--- config.mk ---
export PLATFORM = sky130hd
export DESIGN_NAME = source_comment_stripper_core
export DESIGN_NICKNAME = d
export VERILOG_FILES = /design/src/hdl/scs_pkg.sv /design/src/hdl/scs_front.sv /design/src/hdl/scs_queue.sv /design/src/hdl/scs_back.sv /design/src/hdl/source_comment_stripper_core.sv
export SDC_FILE = /design/constraint.sdc
export NUM_CORES = 1
export LEC_CHECK = 0
export ABC_AREA = 0
export BUFFER_PORTS_ARGS = -buffer_cell sky130_fd_sc_hd__buf_2
export CORE_MARGIN = 2
export CORE_UTILIZATION = 55
export DETAILED_ROUTE_END_ITERATION = 7
export PLACE_DENSITY_LB_ADDON = 0.1
export SLEW_MARGIN = 5
export SYNTH_ARGS = -nofsm -noshare
export SYNTH_HDL_FRONTEND = slang
export SYNTH_HIERARCHICAL = 1
export SYNTH_SLANG_ARGS = --single-unit
--- constraint.sdc ---
create_clock -name i_clk -period 4.36 [get_ports i_clk]
set_input_delay 0 -clock i_clk [delete_from_list [all_inputs] [get_ports i_clk]]
set_output_delay 0 -clock i_clk [all_outputs]
set_load 0.01 [all_outputs]
--- src/hdl/scs_pkg.sv ---
`timescale 1ns / 1ps

package scs_pkg;

    localparam logic [7:0] CH_HASH  = 8'h23;
    localparam logic [7:0] CH_SLASH = 8'h2F;
    localparam logic [7:0] CH_STAR  = 8'h2A;
    localparam logic [7:0] CH_NL    = 8'h0A;
    localparam logic [7:0] CH_TAB   = 8'h09;
    localparam logic [7:0] CH_SP    = 8'h20;

    // One queued output job: a single byte, or a held-back slash followed by a byte.
    typedef struct packed {
        logic       pair;
        logic [7:0] data;
    } t_cmd;

endpackage

--- src/hdl/scs_front.sv ---
`timescale 1ns / 1ps

module scs_front (
    input  logic          i_clk,
    input  logic          i_rst_n,
    input  logic          i_valid,
    input  logic [7:0]    i_byte,
    input  logic          i_full,
    output logic          o_ready,
    output logic          o_push,
    output scs_pkg::t_cmd o_cmd
);

    typedef enum logic [2:0] {
        NORMAL = 3'd0,
        BLANK  = 3'd1,
        SLASH  = 3'd2,
        LINE   = 3'd3,
        BLOCK  = 3'd4,
        BSTAR  = 3'd5,
        DIRECT = 3'd6
    } t_mode;

    t_mode r_mode;
    t_mode n_mode;
    logic  w_emit;
    logic  w_take;
    logic  w_is_blank;

    assign o_ready    = !i_full;
    assign w_take     = i_valid && o_ready;
    assign w_is_blank = (i_byte == scs_pkg::CH_SP) || (i_byte == scs_pkg::CH_TAB);

    always_comb begin
        n_mode      = r_mode;
        w_emit      = 1'b0;
        o_cmd.pair  = 1'b0;
        o_cmd.data  = i_byte;
        unique case (r_mode)
            SLASH: begin
                if (i_byte == scs_pkg::CH_SLASH) begin
                    n_mode = LINE;
                end else if (i_byte == scs_pkg::CH_STAR) begin
                    n_mode = BLOCK;
                end else begin
                    n_mode     = NORMAL;
                    w_emit     = 1'b1;
                    o_cmd.pair = 1'b1;
                end
            end
            LINE, DIRECT: begin
                if (i_byte == scs_pkg::CH_NL) begin
                    n_mode = NORMAL;
                end
            end
            BLOCK: begin
                if (i_byte == scs_pkg::CH_STAR) begin
                    n_mode = BSTAR;
                end
            end
            BSTAR: begin
                if (i_byte == scs_pkg::CH_SLASH) begin
                    n_mode = NORMAL;
                end else if (i_byte != scs_pkg::CH_STAR) begin
                    n_mode = BLOCK;
                end
            end
            default: begin
                // Normal text; a blank run ends with a byte handled as normal text.
                if (r_mode == BLANK && w_is_blank) begin
                    n_mode = BLANK;
                end else if (w_is_blank) begin
                    n_mode     = BLANK;
                    w_emit     = 1'b1;
                    o_cmd.data = scs_pkg::CH_SP;
                end else if (i_byte == scs_pkg::CH_SLASH) begin
                    n_mode = SLASH;
                end else if (i_byte == scs_pkg::CH_HASH) begin
                    n_mode = DIRECT;
                end else begin
                    n_mode = NORMAL;
                    w_emit = 1'b1;
                end
            end
        endcase
    end

    assign o_push = w_take && w_emit;

    always_ff @(posedge i_clk) begin
        if (!i_rst_n) begin
            r_mode <= NORMAL;
        end else if (w_take) begin
            r_mode <= n_mode;
        end
    end

    // A two-byte job can only come out of the slash state.
    a_pair_from_slash: assert property (@(posedge i_clk) disable iff (!i_rst_n)
        (o_push && o_cmd.pair) |-> (r_mode == SLASH))
        else $error("pair job outside slash state");

endmodule

--- src/hdl/scs_queue.sv ---
`timescale 1ns / 1ps

module scs_queue #(
    parameter int DEPTH = 4
) (
    input  logic          i_clk,
    input  logic          i_rst_n,
    input  logic          i_push,
    input  scs_pkg::t_cmd i_cmd,
    output logic          o_full,
    output logic          o_valid,
    output scs_pkg::t_cmd o_cmd,
    input  logic          i_pop
);

    localparam int AW = (DEPTH > 1) ? $clog2(DEPTH) : 1;
    localparam int CW = $clog2(DEPTH + 1);
    localparam logic [AW-1:0] LAST_IDX = AW'(DEPTH - 1);
    localparam logic [CW-1:0] FULL_CNT = CW'(DEPTH);

    scs_pkg::t_cmd r_mem [DEPTH];
    logic [AW-1:0] r_wr_ptr;
    logic [AW-1:0] r_rd_ptr;
    logic [CW-1:0] r_count;
    logic          w_push;
    logic          w_pop;

    assign o_full  = (r_count == FULL_CNT);
    assign o_valid = (r_count != '0);
    assign o_cmd   = r_mem[r_rd_ptr];
    assign w_push  = i_push && !o_full;
    assign w_pop   = i_pop && o_valid;

    always_ff @(posedge i_clk) begin
        if (w_push) begin
            r_mem[r_wr_ptr] <= i_cmd;
        end
    end

    always_ff @(posedge i_clk) begin
        if (!i_rst_n) begin
            r_wr_ptr <= '0;
            r_rd_ptr <= '0;
            r_count  <= '0;
        end else begin
            if (w_push) begin
                r_wr_ptr <= (r_wr_ptr == LAST_IDX) ? '0 : r_wr_ptr + AW'(1);
            end
            if (w_pop) begin
                r_rd_ptr <= (r_rd_ptr == LAST_IDX) ? '0 : r_rd_ptr + AW'(1);
            end
            if (w_push && !w_pop) begin
                r_count <= r_count + CW'(1);
            end else if (w_pop && !w_push) begin
                r_count <= r_count - CW'(1);
            end
        end
    end

    a_count_bound: assert property (@(posedge i_clk) disable iff (!i_rst_n)
        r_count <= FULL_CNT)
        else $error("queue count beyond depth");

    a_no_push_full: assert property (@(posedge i_clk) disable iff (!i_rst_n)
        o_full |-> !i_push)
        else $error("job pushed into a full queue");

endmodule

--- src/hdl/scs_back.sv ---
`timescale 1ns / 1ps

module scs_back (
    input  logic          i_clk,
    input  logic          i_rst_n,
    input  logic          i_cmd_valid,
    input  scs_pkg::t_cmd i_cmd,
    output logic          o_cmd_pop,
    output logic          o_valid,
    input  logic          i_ready,
    output logic [7:0]    o_data,
    output logic          o_last
);

    scs_pkg::t_cmd r_cmd;
    logic          r_busy;
    logic          r_phase;
    logic          w_final;

    // The second word of a pair job is the one that closes the job.
    assign w_final   = !r_cmd.pair || r_phase;
    assign o_cmd_pop = i_cmd_valid && (!r_busy || (i_ready && w_final));
    assign o_valid   = r_busy;
    assign o_last    = w_final;
    assign o_data    = (r_cmd.pair && !r_phase) ? scs_pkg::CH_SLASH : r_cmd.data;

    always_ff @(posedge i_clk) begin
        if (o_cmd_pop) begin
            r_cmd <= i_cmd;
        end
    end

    always_ff @(posedge i_clk) begin
        if (!i_rst_n) begin
            r_busy  <= 1'b0;
            r_phase <= 1'b0;
        end else if (o_cmd_pop) begin
            r_busy  <= 1'b1;
            r_phase <= 1'b0;
        end else if (r_busy && i_ready) begin
            if (w_final) begin
                r_busy  <= 1'b0;
                r_phase <= 1'b0;
            end else begin
                r_phase <= 1'b1;
            end
        end
    end

    a_phase_in_pair: assert property (@(posedge i_clk) disable iff (!i_rst_n)
        r_phase |-> (r_busy && r_cmd.pair))
        else $error("second phase outside a pair job");

    a_first_of_pair: assert property (@(posedge i_clk) disable iff (!i_rst_n)
        (o_valid && i_ready && !o_last) |=> (o_valid && o_last))
        else $error("pair job lost its closing word");

endmodule

--- src/hdl/source_comment_stripper_core.sv ---
`timescale 1ns / 1ps

// Strips comments and preprocessor lines from a byte stream of C-like source.
// Slave side: one source byte per word on i_s_tdata, taken when i_s_tvalid
// and o_s_tready are both high. Master side: filtered bytes on o_m_tdata,
// with o_m_tlast high on the final word caused by a given input byte. An
// input byte causes no word (comments, directives, blanks after the first,
// a slash not yet resolved), one word, or two words (a held-back slash then
// the byte after it).
// A classifier takes one byte per cycle while the queue is not full and
// pushes output jobs into a small queue of QUEUE_DEPTH entries; an emitter
// drains it, one word per cycle while i_m_tready is high. An accepted byte's
// first output word is registered in the queue, then in the emitter. A two-word
// job holds the emitter for both words, so the queue absorbs slash-pair bursts.
// When the receiver holds i_m_tready low, the output word is held, the queue
// fills, and o_s_tready drops only once the queue is full.
// A synchronous active-low reset returns the classifier to normal text and
// empties the queue and the output stage.

module source_comment_stripper_core #(
    parameter int QUEUE_DEPTH = 4
) (
    input  logic       i_clk,
    input  logic       i_rst_n,
    input  logic       i_s_tvalid,
    output logic       o_s_tready,
    input  logic [7:0] i_s_tdata,   // [7:0] in_byte
    output logic       o_m_tvalid,
    input  logic       i_m_tready,
    output logic [7:0] o_m_tdata,   // [7:0] out_byte
    output logic       o_m_tlast
);

    logic          w_full;
    logic          w_push;
    scs_pkg::t_cmd w_push_cmd;
    logic          w_head_valid;
    scs_pkg::t_cmd w_head_cmd;
    logic          w_pop;

    scs_front u_front (
        .i_clk   (i_clk),
        .i_rst_n (i_rst_n),
        .i_valid (i_s_tvalid),
        .i_byte  (i_s_tdata),
        .i_full  (w_full),
        .o_ready (o_s_tready),
        .o_push  (w_push),
        .o_cmd   (w_push_cmd)
    );

    scs_queue #(
        .DEPTH (QUEUE_DEPTH)
    ) u_queue (
        .i_clk   (i_clk),
        .i_rst_n (i_rst_n),
        .i_push  (w_push),
        .i_cmd   (w_push_cmd),
        .o_full  (w_full),
        .o_valid (w_head_valid),
        .o_cmd   (w_head_cmd),
        .i_pop   (w_pop)
    );

    scs_back u_back (
        .i_clk       (i_clk),
        .i_rst_n     (i_rst_n),
        .i_cmd_valid (w_head_valid),
        .i_cmd       (w_head_cmd),
        .o_cmd_pop   (w_pop),
        .o_valid     (o_m_tvalid),
        .i_ready     (i_m_tready),
        .o_data      (o_m_tdata),
        .o_last      (o_m_tlast)
    );

endmodule

Yosys cells after proc, flatten, opt, wreduce, memory -nomap -nowiden
Memory sizes are Yosys's and may differ from the RTL's. A register that Yosys moved wholly into a read port is not among the register bits.
Cells that the tools add are included.
- bits in registers: 12
- bits in writable memories: 36
- input bits: 12
- output and inout port bits: 11
- memories: 1
- memory list (memory ; words ; width ; read ports ; clocked after Yosys merged registers in ; write ports ; line ; source):
    u_queue.r_mem ; 4 ; 9 ; 1 ; 1 ; 1 ; scs_queue.sv:21 ; scs_pkg::t_cmd r_mem [DEPTH];
- add/subtract/negate cells: 4
- eq/ne operators: 19
- mux-type cells: 33
- bitwise gates (word level): 1
- reductions and logical operators: 30
- operator list (operator ; number):
    two-way mux 3 bit ; 12
    equality test 8 x 6 -> 1 bit, second input constant ; 4
    two-way mux 8 bit ; 4
    equality test 8 x 4 -> 1 bit, second input constant ; 2
    two-way mux 1 bit ; 13
    equality test 3 bit, second input constant ; 4
    one-hot mux 3 bit (4 select lines) ; 1
    logical AND 1 bit ; 11
    inequality test 8 x 6 -> 1 bit, second input constant ; 1
    equality test 3 x 2 -> 1 bit, second input constant ; 2
    zero test 1 bit ; 6
    nonzero test 2 bit ; 3
    OR reduction 5 bit ; 1
    adder 2 x 1 -> 2 bit, second input constant ; 2
    equality test 2 bit, second input constant ; 2
    two-way mux 2 bit ; 2
    inequality test 2 x 1 -> 1 bit, second input constant ; 2
    AND reduction 4 bit ; 1
    OR reduction 2 bit ; 2
    OR reduction 4 bit ; 1
    adder 3 x 1 -> 3 bit, second input constant ; 1
    equality test 3 x 1 -> 1 bit, second input constant ; 1
    logical OR 1 bit ; 3
    inequality test 3 x 1 -> 1 bit, second input constant ; 1
    5 further kinds ; 5

Depth between registers and ports, before layout
- depth in word-level cells: 12
- depth in mapped cells: 14
- mapped depth without buffers: 12

Hierarchy
The synthesis kept the hierarchy.
- modules (own cells, without submodules) (module ; instances ; cells an instance ; area an instance (µm²) ; seq. area each (µm²)):
    scs_queue ; 1 ; 98 ; 1775.5 ; 1261.2
    scs_front ; 1 ; 79 ; 619.3 ; 60.1
    scs_back ; 1 ; 29 ; 436.7 ; 310.3

Worst setup path after synthesis
Ideal clock, no wire load.
- kind: reg2reg
- start point: reg u_queue.r_count[1]
- end point: reg u_queue.r_count[2]
- arrival time: 2.544 ns
- data required time: 4.284 ns
- path slack: 1.740 ns
- cell stages (with the launch flop): 10
- path buffers: 0
- clock period less this slack: 2.620 ns
- path through: dfxtp_1 -> or3_2 -> nor2b_1 -> o31ai_1 -> ha_1 -> inv_1 -> fa_1 -> xor2_1 -> or3_1 -> a21boi_0
- elaborated cells between the ends (all ways): 17
- classes of those cells: 2 x add/sub; 1 x eq/ne; 2 x mux; 12 x reduce/logical
- RTL lines (item ; line ; source):
    from (decl) ; scs_queue.sv:24 ; logic [CW-1:0] r_count;
    from (signal assigned) ; scs_queue.sv:53 ; r_count <= r_count + CW'(1);
    from (signal assigned) ; scs_queue.sv:55 ; r_count <= r_count - CW'(1);
    nonzero test 3 bit (*) ; scs_queue.sv:29 ; assign o_valid = (r_count != '0);
    via w_head_valid ; source_comment_stripper_core.sv:37 ; logic w_head_valid;
    logical AND 1 bit (*) ; scs_back.sv:22 ; assign o_cmd_pop = i_cmd_valid && (!r_busy || (i_ready && w_final));
    via w_pop ; source_comment_stripper_core.sv:39 ; logic w_pop;
    logical AND 1 bit (*) ; scs_queue.sv:32 ; assign w_pop = i_pop && o_valid;
    zero test 1 bit ; scs_queue.sv:52 ; if (w_push && !w_pop) begin
    logical AND 1 bit ; scs_queue.sv:52 ;
    two-way mux 3 bit / nonzero test 2 bit (equally long branches) ; -- ;
Mark *: on every way through the listed nets, which the timed path passes. The rest lies on a longest branch. The select of a mux whose other input is x is not followed.
A chain may end at the register's enable or synchronous reset.

Worst setup path in the final report
- start point: in i_s_tdata[1]
- end point: reg u_queue.r_count[2]
- word-level cells in the longest chain between the ends: 11
- elaborated cells between the ends (all ways): 21
- classes of those cells: 5 x eq/ne; 8 x mux; 8 x reduce/logical
- RTL lines (item ; line ; source):
    from (decl) ; source_comment_stripper_core.sv:27 ; input logic [7:0] i_s_tdata,
    equality test 8 x 6 -> 1 bit ; scs_front.sv:78 ; end else if (i_byte == scs_pkg::CH_HASH) begin
    two-way mux 1 bit ; scs_front.sv:78 ;
    two-way mux 1 bit ; scs_front.sv:76 ; end else if (i_byte == scs_pkg::CH_SLASH) begin
    two-way mux 1 bit ; scs_front.sv:72 ; end else if (w_is_blank) begin
    two-way mux 1 bit ; scs_front.sv:70 ; if (r_mode == BLANK && w_is_blank) begin
    one-hot mux 1 bit (2 select lines) (*) ; scs_front.sv:39 ; unique case (r_mode)
    logical AND 1 bit (*) ; scs_front.sv:88 ; assign o_push = w_take && w_emit;
    via w_push ; source_comment_stripper_core.sv:35 ; logic w_push;
    logical AND 1 bit (*) ; scs_queue.sv:31 ; assign w_push = i_push && !o_full;
    zero test 1 bit ; scs_queue.sv:54 ; end else if (w_pop && !w_push) begin
    logical AND 1 bit ; scs_queue.sv:54 ;
    nonzero test 2 bit (no line) ; -- ;
Mark *: on every way through the listed nets, which the timed path passes. The rest lies on a longest branch.

==> flow_metrics.tcl <==
set metrics [dict create \
    grt_max_degree 19 \
    slowest_stage "dlygate4sd3_1" \
    grt_use_total_pct 19.9 \
    ir_drop_v 0.000255 \
    clock.fmax_mhz 296 \
    fin_crit_ns 3.38 \
    fp-row-count 26 \
    cts_root_buf "clkbuf_8" \
    hold_viol_final 0 \
    nNetsFinal 248 \
    synth_area_leaders "edfxtp_1 (48%), dfxtp_1 (9.9%), mux4_2 (7.2%), ha_1 (2.7%), and2_1 (2.2%)" \
    avgViaCountPerCell 5.72 \
    min_from "i_rst_n" \
    wl_met3_um 191 \
    max_stage_delay_ns 0.53 \
    crit_path_cell_trace "dlygate4sd3_1 -> buf_2 -> and3b_1 -> and3_1 -> o32a_1 -> o21ai_1 -> and3_1 -> nor2b_1 -> ha_1 -> inv_1 -> fa_1 -> xor2_1 -> or3_1 -> a21boi_0" \
    avgSynthCellArea_sq_um 13.7 \
    synth_area_sq_um 2830 \
    wire_per_inst_um 16.8 \
    antenna_found_initial 0 \
    syn_nets 225 \
    path_clk_slew_ns 0.06 \
    grt_pass1_wl_um 8000 \
    cp_max_fo 12 \
    tightest_slew_ns 0.913 \
    synth_cell_types 60 \
    final.setup.tns_ns 0 \
    ys_seq_elements 59 \
    min-delay-path-class "input port to register" \
    endpoint_kind "register" \
    route.detailed.drc 0 \
    critPathArrivalTime_ns 3.60 \
    synth-warning-count 6 \
    detailed_place_hpwl_um 3570 \
    start_util_pct 56.2 \
    drtIter0Drc 88 \
    cts-resized-gates 0 \
    vias 1738 \
    required_ns 4.58 \
    ant_nets 0 \
    cts_setup_buffers 0 \
    clock_sinks 59 \
    die_area_sq_um 5740 \
    max-cap-violations 0 \
    multi_input_area_sq_um 1070 \
    portBuffers 22 \
    top_layer "met4" \
    n_antenna_cell 0 \
    worst-path-buf-inv 3 \
    yosys_most_used_dff "edfxtp_1" \
    area_growth_pct 11.8 \
    hold_buffers 6 \
    grt_overflow 0 \
    core_sq_um 5040 \
    finClkSkew_ns 0.00448 \
    die_w_um 75.8 \
    num-fill-cells 386 \
    dr.pass1.iters 4 \
    gp_congestion 0.951 \
    rsz0062_at_grt "false" \
    io_pins 23 \
    cts_buffer_depth 2 \
    grt_pass1_vias 1701 \
    synth-seq-area-share_pct 57.6 \
    relSlewSlack_pct 39.0 \
    worstReg2RegStart "u_front/r_mode[1]" \
    synth_largest_area_cell "edfxtp_1" \
    worstSetupPathType "input port to register" \
    cts_buffers 9 \
    setup_viol 0 \
    min_period_over_period_pct 77.6 \
    wl_um 5120 \
    crit_family "simple AND/OR/NAND/NOR gates" \
    power_density_nw_per_um2 581 \
    cts.htree.levels 3 \
    wl_met2_um 2630 \
    timing.critical_path.mode_cell "and3_1" \
    drive_above_1_share_pct 23.9 \
    maxSlewViolCount 0 \
    dieHeight_um 75.8 \
    syn_inst 206 \
    synth_top_area_share_pct 47.7 \
    synthTopCellsByCount "edfxtp_1 (45), dfxtp_1 (14), nand2_1 (12), and2_1 (10), mux4_2 (9)" \
    power_leakage_nw 1.09 \
    ys_async_sr_fraction_pct 0 \
    start_kind "input port" \
    finish.utilization_pct 62.8 \
    ff_latch_area_sq_um 1630 \
    cts_tree "built" \
    synth_most_common_cell "edfxtp_1" \
    startpoint "i_s_tdata[1]" \
    synth-edff-count 45 \
    wl_met1_um 2220 \
    insertion_delay_ns 0.32 \
    status "finished clean" \
]
-- state kept, by name, indices dropped and copies added (netlist names), named ones only --
register / flops
u_back/r_cmd: 9
u_queue/r_mem: 36
u_back/r_phase: 1
u_queue/r_wr_ptr: 2
u_front/r_mode: 3
u_queue/r_rd_ptr: 2
u_back/o_valid: 1
u_queue/r_count: 3
-- per-stage QoR --
step	hold slack (ns)	area (sq um)	power (mW)	setup WS, ns	cells
finish	0.0913	3160	1.84	0.979	304
global route	0.0925	3160	1.97	0.818	304
CTS	0.0793	3160	1.86	1.04	304
detailed placement	0.291	2920	1.38	1.22	282
global placement	0.275	2920	1.35	1.42	282
floorplan	0.117	2830	1.24	1.74	206
-- power breakdown --
| group | internal [mW] | leakage, nW | switching, mW |
|---|---|---|---|
| logic | 0.248 | 0.464 | 0.274 |
| registers | 0.762 | 0.527 | 0.0880 |
| clock network | 0.277 | 0.0951 | 0.190 |
-- cells in the final DEF (no fill, tap or decap), types with 6 or more instances in the layout --
| cell type | instances |
|---|---|
| clkbuf_8 | 10 |
| nand2b_1 | 6 |
| o21ai_0 | 6 |
| dfxtp_1 | 14 |
| mux4_2 | 9 |
| and2_1 | 10 |
| ha_1 | 6 |
| nand2_1 | 12 |
| edfxtp_1 | 45 |
| dlygate4sd3_1 | 6 |
| buf_2 | 22 |
-- worst paths after layout --
check	endpoint	slack (ns)	depth (start not counted)
max	u_queue/r_count[2]	0.98	14
min	u_front/r_mode[2]	0.09	2
max reg2reg	u_queue/r_count[2]	1.16	10
min reg2reg	u_back/r_phase	0.47	2
-- kinds of logic (layout without fill, tap and decap cells) --
| logic type | after synthesis | after routing | synth area share, % |
|---|---|---|---|
| compound gates | 30 | 30 | 9.15 |
| xor+xnor | 3 | 3 | 0.928 |
| fa+ha+maj | 7 | 7 | 3.36 |
| buf+inv | 21 | 49 | 4.64 |
| flops | 59 | 59 | 57.6 |
| mux | 12 | 12 | 8.22 |
| simple gates | 74 | 74 | 16.1 |
-- routing by layer --
metal	up-vias	GRT usage [%]
li1	824	-
met1	867	22.8
met2	41	34.8
met3	6	5.95
met4	0	8.19
met5	-	0
-- area by class of cell --
type	instances	share of cell area [%]
Clock inverter	3	1.23
Inverter	5	0.593
Tap cell	70	2.77
Timing Repair Buffer	28	5.38
Multi-Input combinational cell	126	33.8
Sequential cell	59	51.6
Clock buffer	13	4.71
No activity file was read; power rests on OpenSTA's default activity.
